===== config.mk =====
export PLATFORM = sky130hd
export DESIGN_NAME = bresenham_line_stepper_core
export DESIGN_NICKNAME = d
export VERILOG_FILES = /design/src/sv/bls_pkg.sv /design/src/sv/bls_line_setup.sv /design/src/sv/bls_step.sv /design/src/sv/bresenham_line_stepper_core.sv
export SDC_FILE = /design/constraint.sdc
export NUM_CORES = 1
export LEC_CHECK = 0
export BUFFER_PORTS_ARGS = -buffer_cell sky130_fd_sc_hd__buf_2
export CAP_MARGIN = 15
export CORE_AREA = 3 3 225 161
export DETAILED_ROUTE_END_ITERATION = 10
export DIE_AREA = 0 0 228 164
export GPL_ROUTABILITY_DRIVEN = 0
export PLACE_DENSITY = 0.61
export SLEW_MARGIN = 20
export SYNTH_ARGS = -nofsm -noshare
export SYNTH_HDL_FRONTEND = slang
export SYNTH_HIERARCHICAL = 1
export SYNTH_SLANG_ARGS = --single-unit

===== constraint.sdc =====
create_clock -name i_clk -period 11.7 [get_ports i_clk]
set_clock_uncertainty 0.1 [all_clocks]
set_input_delay 2.925 -clock i_clk [delete_from_list [all_inputs] [get_ports i_clk]]
set_output_delay 2.925 -clock i_clk [all_outputs]
set_load 0.1 [all_outputs]

===== src/sv/bls_pkg.sv =====
// Shared widths, codes and line-state type for the line stepper.
package bls_pkg;

    localparam int COORD_W = 12;
    localparam int DIFF_W  = COORD_W + 1;
    localparam int INC_W   = COORD_W + 2;
    localparam int ERR_W   = COORD_W + 3;
    localparam int COLOR_W = 4;

    localparam logic KIND_START   = 1'b0;
    localparam logic KIND_ADVANCE = 1'b1;

    typedef struct packed {
        logic                     x_major;
        logic                     minor_down;
        logic [COORD_W-1:0]       cur_x;
        logic [COORD_W-1:0]       cur_y;
        logic [COORD_W-1:0]       major_end;
        logic signed [ERR_W-1:0]  err;
        logic [INC_W-1:0]         inc_no;
        logic signed [INC_W-1:0]  inc_with;
        logic [COLOR_W-1:0]       color;
    } t_line_state;

endpackage


===== src/sv/bls_line_setup.sv =====
// Line setup: orders endpoints, picks the major axis and seeds the error terms.
module bls_line_setup (
    input  logic signed [bls_pkg::COORD_W-1:0] i_x1,
    input  logic signed [bls_pkg::COORD_W-1:0] i_y1,
    input  logic signed [bls_pkg::COORD_W-1:0] i_x2,
    input  logic signed [bls_pkg::COORD_W-1:0] i_y2,
    input  logic [bls_pkg::COLOR_W-1:0]        i_color,
    output bls_pkg::t_line_state               o_state,
    output logic                               o_last
);

    logic signed [bls_pkg::DIFF_W-1:0] dx;
    logic signed [bls_pkg::DIFF_W-1:0] dy;
    logic [bls_pkg::DIFF_W-1:0]        ax;
    logic [bls_pkg::DIFF_W-1:0]        ay;
    logic [bls_pkg::DIFF_W-1:0]        maj;
    logic [bls_pkg::DIFF_W-1:0]        mnr;
    logic                              x_major;
    logic                              swap;

    assign dx = bls_pkg::DIFF_W'(i_x2) - bls_pkg::DIFF_W'(i_x1);
    assign dy = bls_pkg::DIFF_W'(i_y2) - bls_pkg::DIFF_W'(i_y1);
    assign ax = dx[bls_pkg::DIFF_W-1] ? bls_pkg::DIFF_W'(-dx) : dx;
    assign ay = dy[bls_pkg::DIFF_W-1] ? bls_pkg::DIFF_W'(-dy) : dy;

    assign x_major = (ay <= ax);
    assign maj     = x_major ? ax : ay;
    assign mnr     = x_major ? ay : ax;
    // walk from the endpoint with the smaller major coordinate
    assign swap    = x_major ? dx[bls_pkg::DIFF_W-1] : dy[bls_pkg::DIFF_W-1];

    always_comb begin
        o_state.x_major    = x_major;
        o_state.minor_down = (dx != '0) && (dy != '0)
                             && (dx[bls_pkg::DIFF_W-1] != dy[bls_pkg::DIFF_W-1]);
        o_state.cur_x      = swap ? i_x2 : i_x1;
        o_state.cur_y      = swap ? i_y2 : i_y1;
        if (x_major) begin
            o_state.major_end = swap ? i_x1 : i_x2;
        end else begin
            o_state.major_end = swap ? i_y1 : i_y2;
        end
        o_state.err      = $signed({1'b0, mnr, 1'b0}) - $signed({2'b00, maj});
        o_state.inc_no   = {mnr, 1'b0};
        o_state.inc_with = $signed({mnr, 1'b0} - {maj, 1'b0});
        o_state.color    = i_color;
        o_last = x_major ? (o_state.cur_x == o_state.major_end)
                         : (o_state.cur_y == o_state.major_end);
    end

endmodule


===== src/sv/bls_step.sv =====
// One Bresenham step: decide the minor move, update the error, advance the major axis.
module bls_step (
    input  bls_pkg::t_line_state i_state,
    output bls_pkg::t_line_state o_state,
    output logic                 o_last
);

    logic                            take;
    logic signed [bls_pkg::ERR_W-1:0] err_add;
    logic [bls_pkg::COORD_W-1:0]     unit;
    logic [bls_pkg::COORD_W-1:0]     major_n;

    // x-major steps on err >= 0, y-major only on err > 0
    assign take = i_state.x_major ? !i_state.err[bls_pkg::ERR_W-1]
                                  : (!i_state.err[bls_pkg::ERR_W-1] && (i_state.err != '0));
    assign err_add = take ? bls_pkg::ERR_W'(i_state.inc_with)
                          : $signed(bls_pkg::ERR_W'(i_state.inc_no));
    assign unit = i_state.minor_down ? '1 : bls_pkg::COORD_W'(1);
    assign major_n = (i_state.x_major ? i_state.cur_x : i_state.cur_y)
                     + bls_pkg::COORD_W'(1);

    always_comb begin
        o_state     = i_state;
        o_state.err = i_state.err + err_add;
        if (i_state.x_major) begin
            o_state.cur_x = major_n;
            o_state.cur_y = take ? i_state.cur_y + unit : i_state.cur_y;
        end else begin
            o_state.cur_y = major_n;
            o_state.cur_x = take ? i_state.cur_x + unit : i_state.cur_x;
        end
        o_last = (major_n == i_state.major_end);
    end

endmodule


===== src/sv/bresenham_line_stepper_core.sv =====
// Bresenham line stepper: input register, one setup/step pass, result register.
// An input beat passes through the input register, then the result register.
// Throughput: one beat per cycle unless stalled; the line-state loop is one step wide.
// Input stalls only while the result register holds a beat that is itself stalled.
// Reset (synchronous, active low) empties both registers and leaves no line in progress.
module bresenham_line_stepper_core (
    input  logic                               i_clk,
    input  logic                               i_rst_n,
    input  logic                               i_in_valid,
    output logic                               o_in_stall,
    input  logic                               i_kind,
    input  logic signed [bls_pkg::COORD_W-1:0] i_start_x,
    input  logic signed [bls_pkg::COORD_W-1:0] i_start_y,
    input  logic signed [bls_pkg::COORD_W-1:0] i_end_x,
    input  logic signed [bls_pkg::COORD_W-1:0] i_end_y,
    input  logic [bls_pkg::COLOR_W-1:0]        i_pen_color,
    output logic                               o_out_valid,
    input  logic                               i_out_stall,
    output logic                               o_valid_res,
    output logic signed [bls_pkg::COORD_W-1:0] o_pixel_x,
    output logic signed [bls_pkg::COORD_W-1:0] o_pixel_y,
    output logic [bls_pkg::COLOR_W-1:0]        o_pixel_color,
    output logic                               o_last
);

    logic                               r_in_valid;
    logic                               r_in_kind;
    logic signed [bls_pkg::COORD_W-1:0] r_in_x1;
    logic signed [bls_pkg::COORD_W-1:0] r_in_y1;
    logic signed [bls_pkg::COORD_W-1:0] r_in_x2;
    logic signed [bls_pkg::COORD_W-1:0] r_in_y2;
    logic [bls_pkg::COLOR_W-1:0]        r_in_color;

    logic                 r_busy;
    logic                 n_busy;
    bls_pkg::t_line_state r_line;
    bls_pkg::t_line_state n_line;

    logic                        r_out_valid;
    logic                        r_valid_res;
    logic                        n_valid_res;
    logic [bls_pkg::COORD_W-1:0] r_px;
    logic [bls_pkg::COORD_W-1:0] r_py;
    logic [bls_pkg::COLOR_W-1:0] r_pcolor;
    logic                        r_last;
    logic                        n_last;

    bls_pkg::t_line_state setup_state;
    logic                 setup_last;
    bls_pkg::t_line_state step_state;
    logic                 step_last;

    logic out_free;
    logic fire;

    assign out_free   = !r_out_valid || !i_out_stall;
    assign fire       = r_in_valid && out_free;
    assign o_in_stall = r_in_valid && !out_free;

    bls_line_setup u_setup (
        .i_x1    (r_in_x1),
        .i_y1    (r_in_y1),
        .i_x2    (r_in_x2),
        .i_y2    (r_in_y2),
        .i_color (r_in_color),
        .o_state (setup_state),
        .o_last  (setup_last)
    );

    bls_step u_step (
        .i_state (r_line),
        .o_state (step_state),
        .o_last  (step_last)
    );

    always_comb begin
        n_line      = r_line;
        n_busy      = r_busy;
        n_valid_res = 1'b0;
        n_last      = 1'b0;
        if (r_in_kind == bls_pkg::KIND_START) begin
            // a start drops any running line
            n_line      = setup_state;
            n_last      = setup_last;
            n_busy      = !setup_last;
            n_valid_res = 1'b1;
        end else if (r_busy) begin
            n_line      = step_state;
            n_last      = step_last;
            n_busy      = !step_last;
            n_valid_res = 1'b1;
        end
    end

    always_ff @(posedge i_clk) begin
        if (!i_rst_n) begin
            r_in_valid <= 1'b0;
        end else if (!o_in_stall) begin
            r_in_valid <= i_in_valid;
        end
        if (!o_in_stall && i_in_valid) begin
            r_in_kind  <= i_kind;
            r_in_x1    <= i_start_x;
            r_in_y1    <= i_start_y;
            r_in_x2    <= i_end_x;
            r_in_y2    <= i_end_y;
            r_in_color <= i_pen_color;
        end
    end

    always_ff @(posedge i_clk) begin
        if (!i_rst_n) begin
            r_busy <= 1'b0;
            r_line <= '0;
        end else if (fire) begin
            r_busy <= n_busy;
            r_line <= n_line;
        end
    end

    always_ff @(posedge i_clk) begin
        if (!i_rst_n) begin
            r_out_valid <= 1'b0;
        end else if (out_free) begin
            r_out_valid <= r_in_valid;
        end
        if (fire) begin
            r_valid_res <= n_valid_res;
            r_last      <= n_last;
            // idle advance reports an all-zero pixel
            r_px        <= n_valid_res ? n_line.cur_x : '0;
            r_py        <= n_valid_res ? n_line.cur_y : '0;
            r_pcolor    <= n_valid_res ? n_line.color : '0;
        end
    end

    assign o_out_valid   = r_out_valid;
    assign o_valid_res   = r_valid_res;
    assign o_pixel_x     = r_px;
    assign o_pixel_y     = r_py;
    assign o_pixel_color = r_pcolor;
    assign o_last        = r_last;

    a_idle_advance: assert property (@(posedge i_clk) disable iff (!i_rst_n)
        fire && (r_in_kind == bls_pkg::KIND_ADVANCE) && !r_busy
        |=> o_out_valid && !o_valid_res && !o_last)
        else $error("advance while idle produced a pixel");

    a_busy_tracks_last: assert property (@(posedge i_clk) disable iff (!i_rst_n)
        o_out_valid && o_valid_res |-> (o_last == !r_busy))
        else $error("line state disagrees with the last flag of the held beat");

    a_hold_line: assert property (@(posedge i_clk) disable iff (!i_rst_n)
        o_out_valid && i_out_stall |=> $stable(r_busy) && $stable(r_line))
        else $error("line state moved while the result beat was stalled");

endmodule


-- Word-level counts from Yosys, hierarchy flattened
Index checks and enable logic that the tools add are counted.
- bits in registers: 171
- word-level logic and storage cells: 85
- add/sub/neg operators: 10
- $lt $le $gt $ge: 1
- eq/ne operators: 5
- mux-type cells: 26
- bitwise logic cells: 1
- reductions and logical operators: 19
- operator list (kind ; count):
    12-bit 2-to-1 mux ; 9
    85-bit 2-to-1 mux ; 1
    83-bit 2-to-1 mux ; 1
    13-bit 2-to-1 mux ; 4
    12-bit == test ; 3
    13-bit negator ; 2
    13-bit nonzero test ; 2
    12-bit by 12-bit subtractor with 13-bit output ; 2
    12-bit adder ; 2
    24-bit 2-to-1 mux ; 1
    15-bit adder ; 1
    15-bit 2-to-1 mux ; 1
    15-bit nonzero test ; 1
    14-bit by 13-bit subtractor with 15-bit output ; 1
    14-bit subtractor ; 1
    13-bit less-or-equal comparator ; 1
    12-bit by 1-bit adder with 12-bit output, second input constant ; 1
    1-bit 2-to-1 mux ; 9
    1-bit logical NOT ; 7
    1-bit logical AND ; 6
    2-bit AND reduction ; 2
    2-bit by 1-bit != test with 1-bit output, second input constant ; 1
    1-bit logical OR ; 1
    1-bit != test ; 1
    1-bit NOT ; 1

-- Logic depth before layout (Yosys ltp)
Gate-level depths: netlist of run 1.
- depth in word-level cells: 11
- gate-level depth with buffers: 41
- mapped depth without buffers: 35

-- Hierarchy
Netlist of run 1, hierarchy kept.
- modules (own cells, without submodules) (module ; instances ; cells each ; area each (sq um) ; seq. area each (sq um)):
    bresenham_line_stepper_core ; 1 ; 581 ; 6747.7 ; 4254.1
    bls_line_setup ; 1 ; 777 ; 5233.8 ; 0.0
    bls_step ; 1 ; 442 ; 3288.2 ; 0.0

-- Least setup slack after synthesis of run 1
No wires, ideal clock.
- path type: register to register
- start point: register r_in_y1[0] (netlist name)
- end point: register r_line[45] (netlist name)
- setup time: 0.122 ns
- arrival: 8.079 ns
- required time: 11.478 ns
- slack: 3.399 ns
- cell stages (with the launch flop): 38
- path buffers: 6
- clock period less this slack: 8.301 ns
- path through: edfxtp_1 -> ha_1 -> fa_1 -> nand2b_1 -> a2111oi_4 -> o211ai_1 -> mux2i_1 -> nor2_1 -> or4_1 -> o21ai_1 -> xnor2_1 -> ha_1 -> nand2_1 -> o22ai_1 -> nor3b_1 -> a21oi_2 -> inv_2 -> buf_2 -> [2 not listed] -> buf_2 -> buf_2 -> buf_1 -> o21ai_0 -> ha_1 -> nand3_1 -> a211oi_1 -> a211o_1 -> a21oi_1 -> a311o_1 -> a311o_1 -> o211ai_2 -> a221oi_2 -> o21a_1 -> o21a_1 -> nor2b_1 -> a21oi_1 -> o21ai_1
- RTL lines (what ; RTL line ; text):
    start, declared ; bresenham_line_stepper_core.sv:29 ; logic signed [bls_pkg::COORD_W-1:0] r_in_y1;
    start signal, assigned ; bresenham_line_stepper_core.sv:104 ; r_in_y1 <= i_start_y;
    end signal, assigned ; bresenham_line_stepper_core.sv:117 ; r_line <= n_line;
    end, declared ; bresenham_line_stepper_core.sv:36 ; bls_pkg::t_line_state r_line;

==> results of run 1 <==
## power breakdown
group / leakage, nW / internal, mW / switching [mW] / total [mW]
Combinational: 4.93 / 1.16 / 1.92 / 3.08
Clock: 0.292 / 0.306 / 0.291 / 0.597
Sequential: 1.52 / 0.697 / 0.0560 / 0.753
## final timing paths
path                                 start    endpoint  cells after the start
worst min register to register   r_line[2]   r_line[2]                      1
worst min-delay path             r_line[2]   r_line[2]                      1
worst max register to register  r_in_y1[0]  r_line[45]                     31
worst max-delay path            r_in_y1[0]  r_line[45]                     31
## state kept, by name, indices dropped and copies added, names as in the netlist
register       cells
r_in_y1           12
r_in_kind          1
r_in_color         4
o_last             1
r_in_y2           12
r_in_x2           12
r_in_valid         1
r_busy             1
o_pixel_x         12
o_pixel_y         12
r_in_x1           12
o_pixel_color      4
r_line            85
o_valid_res        1
o_out_valid        1
## layer usage
layer,part of all wire [%],track usage (%)
met5,0,0
met4,1.0,4.014
met3,9.2,6.155
met2,40,34.29
met1,50,37.46
## cells in the mapped netlist, drive strengths merged (6+ instances only)
master / instances / area share [%]
or2: 6 / 0.25
o21a: 18 / 0.88
nand4: 12 / 0.53
and2: 7 / 0.29
o2bb2ai: 28 / 1.6
nand2: 94 / 2.4
o21ai: 141 / 4.6
buf: 119 / 5.2
nand2b: 17 / 0.70
nor3: 25 / 0.82
xor2: 50 / 3.0
nor4: 9 / 0.41
ha: 82 / 6.7
or3: 12 / 0.52
inv: 124 / 3.1
xnor2: 88 / 5.1
o211ai: 81 / 4.1
a2bb2oi: 29 / 1.7
a221oi: 9 / 0.68
a21oi: 169 / 5.7
mux2: 18 / 1.3
o211a: 9 / 0.64
and3: 13 / 0.53
a31oi: 13 / 0.57
clkbuf: 30 / 0.74
a2111oi: 6 / 0.51
nor2b: 74 / 3.0
fa: 6 / 0.79
a211oi: 25 / 1.4
o31ai: 8 / 0.43
edfxtp: 83 / 16
a21o: 30 / 1.5
nor2: 108 / 2.7
dfxtp: 88 / 12
nand3: 31 / 1.1
o21bai: 8 / 0.42
mux2i: 40 / 2.6
## cells by family (layout without fill, tap and decap cells)
group                    count (synthesis)  after routing
buffers and inverters                  275            260
multiplexers                            58             58
XOR/XNOR                               139            139
adder cells (fa/ha/maj)                 91             91
AO/OA/AOI/OAI                          631            631
other                                    1              2
flip-flops                             171            171
AND/OR/NAND/NOR                        434            434
## layout by cell type, fill, tap and decap left out, types with 29 or more instances in the layout
cell type	synthesis	final
inv_1	119	119
o21ai_0	102	102
o21ai_1	39	39
edfxtp_1	83	83
nand2_1	90	90
nor2_1	108	107
o211ai_1	78	78
xor2_1	48	48
nor2b_1	74	73
nand3_1	29	29
dfxtp_1	88	87
a21o_1	30	30
xnor2_1	86	86
a21oi_1	165	165
buf_2	41	88
ha_1	82	82
mux2i_1	40	40
## layout make-up
class                           count  area (µm²)
Timing Repair Buffer              102       565.5
Clock buffer                       17       425.4
Inverter                          126       480.5
Tap cell                          472       590.6
Sequential cell                   171        4255
Clock inverter                     15       167.7
Fill cell                        3397       18240
Multi-Input combinational cell   1355        9652
==> run_results.csv, run 1 <==
group,metric,value,unit
yosys,ys_warn_count,6,
floorplanning,rows,57,
worst_setup_path,critical_path_class,"flop to flop",
clocking,numCtsBuffers,17,
sta,fmax,119.7,MHz
yosys,async_flop_share,0,%
clocking,postCtsSetupBuffers,0,
drt,via_count,13513,
worst_setup_path,reg2reg_slack,3.35,ns
place,numPortBuffers,88,
clocking,cts_sinks,171,
yosys,avgSynthCellArea,8.483,µm²
floorplanning,die_area,37390,µm²
worst_setup_path,slowest_delay,0.59,ns
drt,drc,0,
yosys,synth_compound_area_share,28.33,%
finish,n_antenna_cell,0,
yosys,synth_top_family_by_area,"compound AO/OA/AOI/OAI gates",
global_route,grt.total_usage,24.33,%
yosys,synth_flop_cell,"dfxtp_1",
global_route,antenna_found_initial,1,
floorplanning,core_area,34380,µm²
yosys,ys_ff_latch,171,
worst_setup_path,cp_top_family,"compound AO/OA/AOI/OAI gates",
drt,first_iter_violations,1611,
clocking,clock_path_buffers,2,
drt,wl,46.23,mm
clocking,clk_pin_slew,0.08,ns
power_and_ir_drop,power,4.429,mW
floorplanning,pin_count,89,
sta,setup_ws,3.346,ns
yosys,synthCells,1800,
worst_setup_path,slowest_stage,"or4_1",
sta,setup_violations,0,
yosys,muxShareOfSynthArea,3.950,%
outcome,outcome,"finished, final reports clean",
sta,max_slew_margin,31.70,%
clocking,worstSkewPairLatency,0.46,ns
worst_setup_path,path_max_fanout,34,
worst_setup_path,worst_ep_arrival_time,8.58,ns
global_route,grt_first_pass_wirelength,71.79,mm
clocking,cts.repair.resized,0,
finish,utilization,46.94,%
clocking,cts.htree.levels,4,
finish,area_delta_synth_final,5.678,%
clocking,tritoncts,"built",
yosys,synth_fa_ha_area_share,7.702,%
finish,final_area,16140,µm²
yosys,synth_cell_type_count,112,
sta,setup_tns,0,ns
yosys,synthSimpleGateAreaFrac,14.79,%
sta,post-route-period-util,71.40,%
global_route,grt_pass1_vias,12399,
drt,wl_per_cell,20.48,µm
yosys,synth_xor_area_share,8.260,%
floorplanning,die_w,228,µm
worst_setup_path,required,11.92,ns
worst_setup_path,critPathCaptureType,"flop",
yosys,synth_edf_count,83,
floorplanning,die_h,164,µm
yosys,yosysSeqAreaShare,27.86,%
min_path,hp-class,"flop to flop",
floorplanning,start_util,44.42,%
clocking,cts_hold_buf,0,
clocking,cts_root_buffer,"clkbuf_16",
drt,ant_nets,0,
finish,layout-drive-gt1-share,12.09,%
finish,final_nets,1918,
power_and_ir_drop,ir_worst_vdd,0.1572,mV
sta,finalHoldViolations,0,
sta,slew_viol_final,0,
worst_setup_path,critPathMostFrequentCell,"ha_1",
job,max-cap-violations,0,
global_route,overflow,0,
worst_setup_path,critPathLaunchType,"flop",
sta,min_period,8.354,ns
drt,drt_pre_antenna_iters,6,
sta,grt_setup_unrepaired,"false",
place,place_hpwl,34.29,mm
place,pre_cts_slack,3.501,ns
power_and_ir_drop,power_density,274.5,nW/µm²
place,place_inst,2225,
place,place_area,15520,µm²
global_route,grt_max_degree,90,
sta,hold_ws,0.3768,ns
finish,stdcell_count,2258,
drt,post_drt_via_cell_ratio,5.984,
power_and_ir_drop,leakagePower,6.739,nW
worst_setup_path,critPathBufInv,1,
sta,worstMarginPinSlew,1.014,ns
yosys,syn_area,15270,µm²
No activity file was read; power rests on OpenSTA's default activity.
==> inputs of run 2 (changes only) <==
--- a/config.mk
+++ b/config.mk
@@ -11,7 +11,7 @@
 export DETAILED_ROUTE_END_ITERATION = 10
 export DIE_AREA = 0 0 228 164
 export GPL_ROUTABILITY_DRIVEN = 0
-export PLACE_DENSITY = 0.61
+export PLACE_DENSITY = 0.64
 export SLEW_MARGIN = 20
 export SYNTH_ARGS = -nofsm -noshare
 export SYNTH_HDL_FRONTEND = slang
==> constraint.sdc (replaced) <==
create_clock -name i_clk -period 7.05 [get_ports i_clk]
set_clock_uncertainty 0.1 [all_clocks]
set_input_delay 1.7625 -clock i_clk [delete_from_list [all_inputs] [get_ports i_clk]]
set_output_delay 1.7625 -clock i_clk [all_outputs]
set_load 0.1 [all_outputs]
==> run 2 against run 1 <==
Net effect: the flow now finishes with violations (negative setup slack); highest routed layer is now met5; global-route usage is 0.27 points lower; setup slack worse by 3.5 ns; design area is 6.6% higher; combinational power up 90%; critical path depth did not move; via count up 4.5%.
==> run_results.csv, run 2 (synthesis results as in run 1) <==
group,metric,value,unit
clocking,clk_pin_slew,0.07,ns
floorplanning,die_area,37390,µm²
finish,most-common-layout-cells,"a21oi_1 (159), inv_1 (119), nor2_1 (103), o21ai_0 (99), buf_4 (99)",
floorplanning,start_util,44.42,%
worst_setup_path,cp_top_family,"compound AO/OA/AOI/OAI gates",
sta,worstMarginPinSlew,0.9457,ns
floorplanning,rows,57,
finish,multi_input_area,10030,µm²
finish,layout.cells.most_common,"a21oi_1",
worst_setup_path,critPathCaptureType,"flop",
sta,post-route-period-util,101.7,%
place,place_hpwl,34.61,mm
global_route,overflow,0,
min_path,hp-class,"flop to flop",
sta,max_slew_margin,36.95,%
global_route,grt.total_usage,24.06,%
floorplanning,die_w,228,µm
worst_setup_path,slowest_delay,0.58,ns
worst_setup_path,critical_path_class,"flop to flop",
worst_setup_path,critPathLaunchType,"flop",
sta,setup_tns,-0.4681,ns
global_route,grt_pass1_vias,12610,
power_and_ir_drop,power,8.164,mW
power_and_ir_drop,p_int,4.156,mW
floorplanning,pin_count,89,
drt,ant_nets,0,
finish,largest_register,"r_line",
finish,utilization,50.04,%
power_and_ir_drop,leakagePower,7.247,nW
drt,first_iter_violations,1500,
drt,post_drt_via_cell_ratio,6.014,
sta,setup_ws,-0.1203,ns
global_route,grt_max_degree,83,
clocking,clock_path_buffers,2,
sta,grt_setup_unrepaired,"true",
finish,area_delta_synth_final,12.65,%
finish,n_antenna_cell,0,
floorplanning,core_area,34380,µm²
sta,finalHoldViolations,0,
sta,fmax,139.5,MHz
power_and_ir_drop,p_clk_share,12.9,%
clocking,cts.htree.levels,4,
global_route,grt_first_pass_wirelength,71.33,mm
drt,wl_per_cell,20.10,µm
place,numPortBuffers,88,
worst_setup_path,slowest_stage,"or4_4",
worst_setup_path,critPathBufInv,0,
sta,min_period,7.170,ns
finish,final_nets,2008,
drt,wl,47.19,mm
finish,fillers,3274,
finish,largest_reg_flops,85,
global_route,antenna_found_initial,4,
finish,register_area,4255,µm²
clocking,worstSkewPairLatency,0.48,ns
outcome,violations,"negative setup slack",
sta,slew_viol_final,0,
power_and_ir_drop,seq_power_share,15.3,%
outcome,outcome,"finished, violations left",
worst_setup_path,worst_ep_arrival_time,7.40,ns
power_and_ir_drop,power_density,474.6,nW/µm²
power_and_ir_drop,combPwrFrac,71.8,%
finish,layout-drive-gt1-share,19.08,%
floorplanning,die_h,164,µm
drt,drt_pre_antenna_iters,6,
worst_setup_path,path_max_fanout,6,
power_and_ir_drop,sw_frac_of_total,49.09,%
drt,drc,0,
sta,setup_violations,5,
clocking,numCtsBuffers,17,
worst_setup_path,required,7.28,ns
drt,via_count,14121,
job,max-cap-violations,0,
clocking,cts_sinks,171,
clocking,cts_root_buffer,"clkbuf_16",
power_and_ir_drop,p_sw,4.008,mW
clocking,cts_hold_buf,0,
power_and_ir_drop,ir_worst_vdd,0.2536,mV
clocking,tritoncts,"built",
[run 2: worst register-to-register path: cells and delay by family (launching register included)]
family	cells	cell delay, ns
xor+xnor	1	0.11
simple gates	8	1.61
compound gates	17	3.36
fa+ha+maj	4	1.19
mux	1	0.27
flops	1	0.39
[run 2: stage by stage]
stage	setup slack [ns]	hold slack, ns	area [µm²]	cells
detailed placement	-0.1486	0.3533	16030	2282
global placement	-0.02765	0.3446	16030	2282
floorplan	-0.3076	0.3335	15420	1801
CTS	0.004261	0.3700	16780	2326
finish	-0.1203	0.3698	17200	2348
global route	-0.4571	0.3925	17200	2348
[run 2: path summary, 6_finish.rpt]
path	slack [ns]	start	end	cells after the start
max	-0.12	r_in_y1[0]	r_line[45]	31
min reg2reg	0.37	r_line[0]	r_line[0]	1
max reg2reg	-0.12	r_in_y1[0]	r_line[45]	31
min	0.37	r_line[0]	r_line[0]	1
[run 2: area by class of cell]
type	count	area share, %
well taps	472	3.433
multi-input cells	1358	58.31
repair buffers	189	7.012
flip-flops and latches	171	24.74
inverters	126	2.808
clock inverters	15	1.222
clock buffers	17	2.473
[run 2: power by group through the flow]
stage | clock network (mW) | registers, mW | logic (mW)
finish | 1.06 | 1.25 | 5.86
global route | 1.10 | 1.26 | 6.26
CTS | 1.06 | 1.25 | 5.32
detailed placement | 0 | 1.27 | 5.26
global placement | 0 | 1.27 | 5.21
floorplan | 0 | 1.39 | 3.78
[run 2: per-layer routing]
metal	up-vias	GRT usage (%)	routed length (µm)
met5	-	0	25
met4	4	5.419	698
met3	61	6.033	4482
met2	592	34.19	19170
met1	6808	36.31	22810
li1	6656	-	-
[run 2: what timing repair did]
action,in CTS,in global routing
gates cloned,0,3
buffers inserted,12,19
endpoints found under the setup margin,6,16
pin swaps,7,36
gates resized for setup,4,48
endpoints found under the hold margin,0,0
